File: config.mk
export PLATFORM = sky130hd
export DESIGN_NAME = hsl_to_rgb_soft_pwm_core
export DESIGN_NICKNAME = d
export VERILOG_FILES = /design/src/hdl/hslpwm_pkg.sv /design/src/hdl/hsl_to_rgb_soft_pwm_core.sv
export SDC_FILE = /design/constraint.sdc
export NUM_CORES = 1
export LEC_CHECK = 0
export BUFFER_PORTS_ARGS = -buffer_cell sky130_fd_sc_hd__clkbuf_2
export CELL_PAD_IN_SITES_DETAIL_PLACEMENT = 1
export CELL_PAD_IN_SITES_GLOBAL_PLACEMENT = 2
export CORE_ASPECT_RATIO = 1.5
export CORE_MARGIN = 4
export CORE_UTILIZATION = 42
export DETAILED_ROUTE_END_ITERATION = 10
export PLACE_DENSITY = 0.88
export SLEW_MARGIN = 30
export SYNTH_ARGS = -nofsm -noshare
export SYNTH_HDL_FRONTEND = slang
export SYNTH_SLANG_ARGS = --single-unit
File: constraint.sdc
create_clock -name clk -period 7.6 [get_ports clk]
set_clock_uncertainty 0.1 [all_clocks]
set_input_delay 0.76 -clock clk [delete_from_list [all_inputs] [get_ports clk]]
set_output_delay 0.76 -clock clk [all_outputs]
set_load 0.005 [all_outputs]
File: src/hdl/hslpwm_pkg.sv
// Package for the HSL to RGB soft PWM core: field widths, Q16 constants,
// step counts of the serial divider and multiplier, and the sequencer state type.
// No dependencies.
package hslpwm_pkg;

    // Field widths
    localparam int HUE_W        = 9;
    localparam int SL_W         = 9;
    localparam int LVL_W        = 8;
    localparam int PWM_BITS_DEF = 8;

    // Q16 fixed point; values up to 1.0 need 17 bits
    localparam int Q_FRAC = 16;
    localparam int Q_W    = Q_FRAC + 1;
    localparam int X_W    = Q_W + 1;

    localparam logic [Q_W-1:0] Q_ONE        = 17'd65536;
    localparam logic [Q_W-1:0] Q_HALF       = 17'd32768;
    localparam logic [Q_W-1:0] Q_THIRD      = 17'd21845;
    localparam logic [Q_W-1:0] Q_TWO_THIRDS = 17'd43690;

    // Saturation and lightness of 1.0, and the lightness of one half
    localparam logic [SL_W-1:0] UNIT_MAX = 9'd256;
    localparam logic [SL_W-1:0] LIG_HALF = 9'd128;

    // Hue scaling: h = (hue << 16) / 360, one quotient bit per step
    localparam int              DIV_W     = HUE_W + Q_FRAC;
    localparam int              DIV_STEPS = DIV_W;
    localparam logic [HUE_W:0]  HUE_DIV   = 10'd360;

    // Shift-add multiplier: 17-bit multiplicand, 16-bit multiplier
    localparam int MUL_A_W   = Q_W;
    localparam int MUL_B_W   = Q_FRAC;
    localparam int MUL_P_W   = MUL_A_W + MUL_B_W;
    localparam int MUL_STEPS = MUL_B_W;

    localparam int                CNT_W    = 5;
    localparam logic [CNT_W-1:0]  DIV_LAST = 5'(DIV_STEPS - 1);
    localparam logic [CNT_W-1:0]  MUL_LAST = 5'(MUL_STEPS - 1);
    localparam logic [CNT_W-1:0]  MUL_END  = 5'(MUL_STEPS);

    // Channel indexes
    localparam int         NUM_CH   = 3;
    localparam logic [1:0] CH_RED   = 2'd0;
    localparam logic [1:0] CH_GREEN = 2'd1;
    localparam logic [1:0] CH_BLUE  = 2'd2;

    typedef enum logic [2:0] {
        ST_IDLE,
        ST_TICK,
        ST_PREP,
        ST_MIX,
        ST_CHAN,
        ST_MUL,
        ST_LEVEL,
        ST_DONE
    } state_t;

endpackage

File: src/hdl/hsl_to_rgb_soft_pwm_core.sv
// HSL to RGB converter with three-channel soft PWM. A tick request compares the
// stored red, green and blue levels with a free-running PWM_BITS counter and then
// advances it; a set-colour request runs hue, saturation and lightness through the
// HSL formula in Q16 fixed point and stores three new levels. One request is worked
// at a time; the result sits in an output register, so the next request is taken
// while the previous result still waits. A tick is worked in ST_TICK, which writes
// its result once the output register is free and then returns to idle. A
// set-colour request runs the bit-serial hue divider (one quotient bit per
// cycle, with lightness times saturation formed alongside on the shift-add
// multiplier), forms the two HSL corner values, then per channel runs the 16 steps
// of the shared shift-add multiplier and scales a level, and commits on a free output.
// Depends on hslpwm_pkg.
module hsl_to_rgb_soft_pwm_core
    import hslpwm_pkg::*;
#(
    parameter int PWM_BITS = PWM_BITS_DEF
)(
    input  logic             clk,
    input  logic             rst_n,

    input  logic             in_valid,
    output logic             in_stall,
    input  logic             command,
    input  logic [HUE_W-1:0] hue,
    input  logic [SL_W-1:0]  saturation,
    input  logic [SL_W-1:0]  lightness,

    output logic             out_valid,
    input  logic             out_stall,
    output logic             red_on,
    output logic             green_on,
    output logic             blue_on,
    output logic [LVL_W-1:0] red_level,
    output logic [LVL_W-1:0] green_level,
    output logic [LVL_W-1:0] blue_level
);

    localparam logic [PWM_BITS-1:0] FULL_SCALE = {PWM_BITS{1'b1}};

    // Sequencer and control state
    state_t             state_reg, state_next;
    logic [CNT_W-1:0]   cnt_reg, cnt_next;
    logic [1:0]         chan_reg, chan_next;
    logic [PWM_BITS-1:0] pwm_cnt_reg, pwm_cnt_next;
    logic [PWM_BITS-1:0] lvl_reg [NUM_CH];
    logic [PWM_BITS-1:0] lvl_next [NUM_CH];
    logic               out_valid_reg, out_valid_next;

    // Datapath registers
    logic [SL_W-1:0]    lig_reg, lig_next;
    logic [SL_W-1:0]    sat_reg, sat_next;
    logic [DIV_W-1:0]   div_dvd_reg, div_dvd_next;
    logic [HUE_W-1:0]   div_rem_reg, div_rem_next;
    logic [Q_W-1:0]     div_q_reg, div_q_next;
    logic [MUL_A_W-1:0] mul_a_reg, mul_a_next;
    logic [MUL_P_W-1:0] mul_p_reg, mul_p_next;
    logic [Q_W-1:0]     v1_reg, v1_next;
    logic [Q_W-1:0]     v2_reg, v2_next;
    logic [Q_W-1:0]     diff_reg, diff_next;
    logic [Q_W-1:0]     base_reg, base_next;
    logic [PWM_BITS-1:0] new_lvl_reg [NUM_CH];
    logic [PWM_BITS-1:0] new_lvl_next [NUM_CH];
    logic               out_on_reg [NUM_CH];
    logic               out_on_next [NUM_CH];
    logic [LVL_W-1:0]   out_lvl_reg [NUM_CH];
    logic [LVL_W-1:0]   out_lvl_next [NUM_CH];

    // Handshake
    logic in_fire;
    logic out_free;

    // Clamped inputs
    logic [SL_W-1:0] sat_clamp;
    logic [SL_W-1:0] lig_clamp;

    // Serial divider step
    logic [HUE_W:0]   div_r2;
    logic             div_ge;
    logic [HUE_W-1:0] div_rem_step;

    // Serial multiplier step
    logic [MUL_A_W:0]   mul_sum;
    logic [MUL_P_W-1:0] mul_step;

    // Corner values
    logic [Q_W-1:0] l_q;
    logic [Q_W-1:0] s_q;
    logic [X_W-1:0] v2_wide;
    logic [X_W-1:0] v1_wide;

    // Per-channel hue position and ramp factor
    logic [X_W-1:0]     vh_pre;
    logic [Q_W-1:0]     vh;
    logic [Q_W+2:0]     six_vh;
    logic [Q_W+2:0]     three_vh;
    logic [Q_W-1:0]     ramp_t;
    logic [Q_W+2:0]     six_t;
    logic [Q_W-1:0]     base_sel;
    logic [MUL_B_W-1:0] factor_sel;

    // Level scaling
    logic [X_W-1:0]            x_val;
    logic [X_W+PWM_BITS-1:0]   scaled;
    logic [PWM_BITS+1:0]       lvl_wide;
    logic [PWM_BITS-1:0]       lvl_sat;

    assign in_stall  = (state_reg != ST_IDLE);
    assign in_fire   = in_valid && !in_stall;
    assign out_free  = !out_valid_reg || !out_stall;

    assign out_valid   = out_valid_reg;
    assign red_on      = out_on_reg[CH_RED];
    assign green_on    = out_on_reg[CH_GREEN];
    assign blue_on     = out_on_reg[CH_BLUE];
    assign red_level   = out_lvl_reg[CH_RED];
    assign green_level = out_lvl_reg[CH_GREEN];
    assign blue_level  = out_lvl_reg[CH_BLUE];

    // Saturation and lightness above 1.0 are taken as 1.0
    assign sat_clamp = (saturation > UNIT_MAX) ? UNIT_MAX : saturation;
    assign lig_clamp = (lightness > UNIT_MAX) ? UNIT_MAX : lightness;

    // Restoring division by 360: bring in one dividend bit, subtract if it fits
    assign div_r2       = {div_rem_reg, div_dvd_reg[DIV_W-1]};
    assign div_ge       = (div_r2 >= HUE_DIV);
    assign div_rem_step = div_ge ? HUE_W'(div_r2 - HUE_DIV) : div_r2[HUE_W-1:0];

    // Shift-add multiply: add the multiplicand on a set LSB, then shift right
    assign mul_sum  = {1'b0, mul_p_reg[MUL_P_W-1:MUL_B_W]}
                    + (mul_p_reg[0] ? {1'b0, mul_a_reg} : '0);
    assign mul_step = {mul_sum, mul_p_reg[MUL_B_W-1:1]};

    // Corner values of the HSL formula. With lightness and saturation in 1/256
    // units, floor(l*s/65536) is exactly lig*sat, which the multiplier holds.
    assign l_q     = {lig_reg, 8'b0};
    assign s_q     = {sat_reg, 8'b0};
    assign v2_wide = (l_q < Q_HALF)
                   ? ({1'b0, l_q} + {1'b0, mul_p_reg[Q_W-1:0]})
                   : ({1'b0, l_q} + {1'b0, s_q} - {1'b0, mul_p_reg[Q_W-1:0]});
    assign v1_wide = {l_q, 1'b0} - v2_wide;

    // Hue position of the current channel, shifted by a third and wrapped once
    always_comb
    begin
        case (chan_reg)
            CH_RED:
            begin
                vh_pre = {1'b0, div_q_reg} + {1'b0, Q_THIRD};
            end
            CH_GREEN:
            begin
                vh_pre = {1'b0, div_q_reg};
            end
            CH_BLUE:
            begin
                if (div_q_reg < Q_THIRD)
                begin
                    vh_pre = {1'b0, div_q_reg} + {1'b0, Q_ONE} - {1'b0, Q_THIRD};
                end
                else
                begin
                    vh_pre = {1'b0, div_q_reg} - {1'b0, Q_THIRD};
                end
            end
            default:
            begin
                vh_pre = '0;
            end
        endcase
    end

    assign vh       = (vh_pre > {1'b0, Q_ONE}) ? Q_W'(vh_pre - {1'b0, Q_ONE})
                                                : vh_pre[Q_W-1:0];
    assign six_vh   = ({3'b0, vh} << 2) + ({3'b0, vh} << 1);
    assign three_vh = ({3'b0, vh} << 1) + {3'b0, vh};
    assign ramp_t   = (vh > Q_TWO_THIRDS) ? '0 : (Q_TWO_THIRDS - vh);
    assign six_t    = ({3'b0, ramp_t} << 2) + ({3'b0, ramp_t} << 1);

    // Pick the segment: rising ramp, flat top, falling ramp, or flat bottom.
    // Every segment becomes base + diff * factor / 65536.
    always_comb
    begin
        if (six_vh < {3'b0, Q_ONE})
        begin
            base_sel   = v1_reg;
            factor_sel = six_vh[MUL_B_W-1:0];
        end
        else if (({3'b0, vh} << 1) < {3'b0, Q_ONE})
        begin
            base_sel   = v2_reg;
            factor_sel = '0;
        end
        else if (three_vh < ({3'b0, Q_ONE} << 1))
        begin
            base_sel   = v1_reg;
            factor_sel = six_t[MUL_B_W-1:0];
        end
        else
        begin
            base_sel   = v1_reg;
            factor_sel = '0;
        end
    end

    // Level = floor(x * FS / 65536), with x * FS formed as (x << PWM_BITS) - x
    assign x_val    = {1'b0, base_reg} + {1'b0, mul_p_reg[MUL_P_W-1:MUL_B_W]};
    assign scaled   = {x_val, {PWM_BITS{1'b0}}} - {{PWM_BITS{1'b0}}, x_val};
    assign lvl_wide = scaled[X_W+PWM_BITS-1:Q_FRAC];
    assign lvl_sat  = (lvl_wide > {2'b00, FULL_SCALE}) ? FULL_SCALE
                                                       : lvl_wide[PWM_BITS-1:0];

    // Next state
    always_comb
    begin
        state_next = state_reg;
        case (state_reg)
            ST_IDLE:
            begin
                if (in_fire)
                begin
                    state_next = command ? ST_PREP : ST_TICK;
                end
            end
            ST_TICK:
            begin
                if (out_free)
                begin
                    state_next = ST_IDLE;
                end
            end
            ST_PREP:
            begin
                if (cnt_reg == DIV_LAST)
                begin
                    state_next = ST_MIX;
                end
            end
            ST_MIX:
            begin
                state_next = ST_CHAN;
            end
            ST_CHAN:
            begin
                state_next = ST_MUL;
            end
            ST_MUL:
            begin
                if (cnt_reg == MUL_LAST)
                begin
                    state_next = ST_LEVEL;
                end
            end
            ST_LEVEL:
            begin
                state_next = (chan_reg == CH_BLUE) ? ST_DONE : ST_CHAN;
            end
            ST_DONE:
            begin
                if (out_free)
                begin
                    state_next = ST_IDLE;
                end
            end
            default:
            begin
                state_next = ST_IDLE;
            end
        endcase
    end

    // Datapath and output updates per state
    always_comb
    begin
        cnt_next       = cnt_reg;
        chan_next      = chan_reg;
        pwm_cnt_next   = pwm_cnt_reg;
        lig_next       = lig_reg;
        sat_next       = sat_reg;
        div_dvd_next   = div_dvd_reg;
        div_rem_next   = div_rem_reg;
        div_q_next     = div_q_reg;
        mul_a_next     = mul_a_reg;
        mul_p_next     = mul_p_reg;
        v1_next        = v1_reg;
        v2_next        = v2_reg;
        diff_next      = diff_reg;
        base_next      = base_reg;
        out_valid_next = out_valid_reg && out_stall;
        for (int i = 0; i < NUM_CH; i++)
        begin
            lvl_next[i]     = lvl_reg[i];
            new_lvl_next[i] = new_lvl_reg[i];
            out_on_next[i]  = out_on_reg[i];
            out_lvl_next[i] = out_lvl_reg[i];
        end

        case (state_reg)
            ST_IDLE:
            begin
                // Load the divider with hue << 16 and the multiplier with lig * sat
                if (in_fire && command)
                begin
                    lig_next     = lig_clamp;
                    sat_next     = sat_clamp;
                    div_dvd_next = {hue, {Q_FRAC{1'b0}}};
                    div_rem_next = '0;
                    div_q_next   = '0;
                    mul_a_next   = MUL_A_W'(lig_clamp);
                    mul_p_next   = {{MUL_A_W{1'b0}}, MUL_B_W'(sat_clamp)};
                    cnt_next     = '0;
                    chan_next    = CH_RED;
                end
            end
            ST_TICK:
            begin
                // Compare against the counter as it stands, then advance it
                if (out_free)
                begin
                    for (int i = 0; i < NUM_CH; i++)
                    begin
                        out_on_next[i]  = (lvl_reg[i] > pwm_cnt_reg);
                        out_lvl_next[i] = LVL_W'(lvl_reg[i]);
                    end
                    pwm_cnt_next   = pwm_cnt_reg + 1'b1;
                    out_valid_next = 1'b1;
                end
            end
            ST_PREP:
            begin
                div_dvd_next = {div_dvd_reg[DIV_W-2:0], 1'b0};
                div_rem_next = div_rem_step;
                div_q_next   = {div_q_reg[Q_W-2:0], div_ge};
                if (cnt_reg < MUL_END)
                begin
                    mul_p_next = mul_step;
                end
                cnt_next = cnt_reg + 1'b1;
            end
            ST_MIX:
            begin
                v2_next = v2_wide[Q_W-1:0];
                v1_next = v1_wide[Q_W-1:0];
            end
            ST_CHAN:
            begin
                // First pass through here also settles the spread
                if (chan_reg == CH_RED)
                begin
                    diff_next = v2_reg - v1_reg;
                end
                base_next  = base_sel;
                mul_a_next = (chan_reg == CH_RED) ? (v2_reg - v1_reg) : diff_reg;
                mul_p_next = {{MUL_A_W{1'b0}}, factor_sel};
                cnt_next   = '0;
            end
            ST_MUL:
            begin
                mul_p_next = mul_step;
                cnt_next   = cnt_reg + 1'b1;
            end
            ST_LEVEL:
            begin
                for (int i = 0; i < NUM_CH; i++)
                begin
                    if (chan_reg == 2'(i))
                    begin
                        new_lvl_next[i] = lvl_sat;
                    end
                end
                if (chan_reg != CH_BLUE)
                begin
                    chan_next = chan_reg + 1'b1;
                end
            end
            ST_DONE:
            begin
                // Commit the new colour; a set-colour result never drives the pins
                if (out_free)
                begin
                    for (int i = 0; i < NUM_CH; i++)
                    begin
                        lvl_next[i]     = new_lvl_reg[i];
                        out_on_next[i]  = 1'b0;
                        out_lvl_next[i] = LVL_W'(new_lvl_reg[i]);
                    end
                    out_valid_next = 1'b1;
                end
            end
            default:
            begin
                cnt_next = '0;
            end
        endcase
    end

    // Control registers
    always_ff @(posedge clk or negedge rst_n)
    begin
        if (!rst_n)
        begin
            state_reg     <= ST_IDLE;
            cnt_reg       <= '0;
            chan_reg      <= CH_RED;
            pwm_cnt_reg   <= '0;
            out_valid_reg <= 1'b0;
            for (int i = 0; i < NUM_CH; i++)
            begin
                lvl_reg[i] <= '0;
            end
        end
        else
        begin
            state_reg     <= state_next;
            cnt_reg       <= cnt_next;
            chan_reg      <= chan_next;
            pwm_cnt_reg   <= pwm_cnt_next;
            out_valid_reg <= out_valid_next;
            for (int i = 0; i < NUM_CH; i++)
            begin
                lvl_reg[i] <= lvl_next[i];
            end
        end
    end

    // Payload registers
    always_ff @(posedge clk)
    begin
        lig_reg     <= lig_next;
        sat_reg     <= sat_next;
        div_dvd_reg <= div_dvd_next;
        div_rem_reg <= div_rem_next;
        div_q_reg   <= div_q_next;
        mul_a_reg   <= mul_a_next;
        mul_p_reg   <= mul_p_next;
        v1_reg      <= v1_next;
        v2_reg      <= v2_next;
        diff_reg    <= diff_next;
        base_reg    <= base_next;
        for (int i = 0; i < NUM_CH; i++)
        begin
            new_lvl_reg[i] <= new_lvl_next[i];
            out_on_reg[i]  <= out_on_next[i];
            out_lvl_reg[i] <= out_lvl_next[i];
        end
    end

endmodule

==> metrics.txt <==
status complete, no violations; count of final hold-check violations 0; Synth Cell Area 18980 um2; die footprint 48740 um2; H-tree depth 1; Yosys reg bits 264; synthesis-to-finish area growth 11.13%; worst slack, placed 150.8 ps; fraction of registers with async set/reset 16.29%; row cnt 95; vias in the first global route 15630; Initial Utilization 42.36%; CTS tree built; number of max-cap violations 0; Bufs on Longest Clock Path 3; Net Count, Synth 2145; final cycle utilization of the critical path 94.14%; area share of xor/xnor cells in the synthesized design 6.116%; CTS Buf Count 27; drt first pass iters 6; via count 14530; initial antenna violation count 3; initial DRC count 679; routed wire length 51730 um; final net count 2211; Slew headroom 43.76%; average wire per standard cell 19.98 um; Post-Syn Instances 1919; Largest register FFs 33; gpl congestion 0.8985; Final ANT Viol Nets 0; CORE AREA 44810 um2; first-pass GRT wire length 83050 um; Die W 181.6 um; Congestion Overflow GR 0; sequential area share after synthesis 40.62%; Final Critical Period 7155 ps; CTS Root Cell clkbuf_16; slowest stage delay, CP 490 ps; clk sinks 264; Synth Area in Compound Gates 16.92%; share of synthesized area spent on multiplexers 3.684%; syn avg cell area 9.893 um2; synth warn 0; fin. max-slew vios 0; number of flops mapped to enable cells by yosys 221; GRT Resource Usage Total 20.87%; CP most frequent cell ha_1; Die H 268.4 um; Port Buffer Count 60; largest family of logic cells by synthesized area compound AO/OA/AOI/OAI gates; HPWL after detailed placement 40000 um; fraction of layout cells with a size suffix above 1 13.32%; CTS clk-pin slew, worst paths 60 ps; Worst Tran Pin Value 842.7 ps; worst hold path type input port to async pin; Max Freq 139.8 MHz; DR DRC count 0; Worst setup SP type flop; Crit path max-delay family compound AO/OA/AOI/OAI gates; Slowest cell on crit path edfxtp_1; DR vias/cell 5.611; I/O Pins 61; largest net degree at the start of global routing 52; clock latency on the worst-skew pair 550 ps; Crit Path Category flop to flop; post-synthesis simple-gate area fraction 14.32%; Hold Slack 215.0 ps; Synth Area in Adders 13.35%; Top FF cell, synth edfxtp_1; final setup fails 0; worst-path maximum fanout 8; WP buf/inv 4; WP data required 7800 ps; crit end category flop; count of different cell masters after synthesis 104; Data arrival, critical path 7350 ps; final setup margin 445.1 ps
-- cell usage after synthesis, types with 17 or more instances --
cell type  instances  area [um2]
nor3_1            45       225.2
nor2_1           127       476.7
nand3_1           36       180.2
and3_1            21       131.4
nand2b_1          17       106.4
clkbuf_1          44       165.2
dfrtp_1           43        1076
o21bai_1          18       135.1
edfxtp_1         221        6636
a21oi_1          110       550.5
nand2_1          173       649.4
a21o_1            31       232.7
a22oi_1           24       180.2
nor2b_1           30       187.7
xnor2_1           85       744.5
o21a_1            27       202.7
ha_1             181        2265
xor2_1            35       306.5
mux2_2            55       619.3
and2_1            33       206.5
o21ai_0          100       500.5
nand4_1           21       131.4
inv_1            173       649.4
-- per-layer routing --
layer / wire, um / GRT usage, %
met1: 20540 / 23.34
met3: 1042 / 1.625
met2: 28200 / 41.02
met5: 0 / 0
met4: 1948 / 7.611
-- cell families (layout without fill, tap and decap cells) --
group,count (synthesis),after routing
buf+inv,241,327
xor+xnor,125,125
other cells,0,2
flops,264,264
compound gates,472,472
mux,63,63
simple gates,559,559
fa+ha+maj,195,195
-- through the flow --
step | instance area, um2 | util (%) | TNS [ps] | std cells
2_1_floorplan | 18980 | - | 0 | 1919
3_3_place_gp | 19980 | 44.58 | 0 | 2527
3_5_place_dp | 19980 | 44.59 | 0 | 2527
4_1_cts | 20920 | 46.69 | 0 | 2576
5_1_grt | 21100 | 47.08 | -74.20 | 2589
6_report | 21100 | 47.08 | 0 | 2589
-- worst reg2reg max path, delay by kind of cell (launching register included) --
| kind | cells | cell delay (ps) |
|---|---|---|
| compound gates | 16 | 3100 |
| xor+xnor | 1 | 150 |
| fa+ha+maj | 5 | 1230 |
| buf+inv | 4 | 490 |
| flops | 1 | 490 |
| simple gates | 8 | 1400 |
-- final cells by class --
cell class / count / area [um2]
well taps: 582 / 728.2
flip-flops and latches: 264 / 7712
fillers: 5067 / 23710
inverters: 178 / 671.9
clock inverters: 19 / 241.5
diodes: 2 / 5.005
multi-input cells: 1414 / 10440
clock buffers: 30 / 696.9
repair buffers: 100 / 600.6
-- cell usage in the layout (no fill, tap or decap), types with 13 or more instances in the layout --
cell,instances
ha_1,180
edfxtp_1,221
o21ai_1,13
buf_4,40
nand3_1,36
fa_1,13
o21bai_1,18
and2_1,33
xnor2_1,85
o21ai_0,96
dfrtp_1,43
o31ai_1,14
xor2_1,35
and3_1,21
nand2b_1,17
o21a_1,27
clkbuf_2,60
a21oi_1,106
nor2_1,124
a22oi_1,23
nor3_1,44
clkbuf_16,27
nor2b_1,30
inv_1,172
nand4_1,21
nand2_1,173
mux2_2,55
a21o_1,31
-- what timing repair did --
| item | 4_1_cts | 5_1_grt |
|---|---|---|
| resized for setup | 0 | 18 |
| hold buffers | 0 | 0 |
| setup buffers | 0 | 11 |
| setup endpoints to repair | 0 | 7 |
| hold endpoints to repair | 0 | 0 |
-- path summary, 6_finish.rpt --
kind / startpoint / to / slack (ps) / cells after the start
max: div_q_reg[0]$_SDFFCE_PN0P_ / mul_p_reg[15]$_DFFE_PP_ / 450 / 34
min: rst_n / pwm_cnt_reg[6]$_DFFE_PN0P_ / 210 / 2
max reg2reg: div_q_reg[0]$_SDFFCE_PN0P_ / mul_p_reg[15]$_DFFE_PP_ / 450 / 34
min reg2reg: v1_reg[0]$_DFFE_PN_ / base_reg[0]$_DFFE_PP_ / 350 / 0
max in group asynchronous: rst_n / lvl_reg[5]$_DFFE_PN0P_ / 6750 / 2
min in group clk: v1_reg[0]$_DFFE_PN_ / base_reg[0]$_DFFE_PP_ / 350 / 0
Power is not shown: default switching activity piles up to over one toggle a cycle in this logic, so the estimate is an artifact.
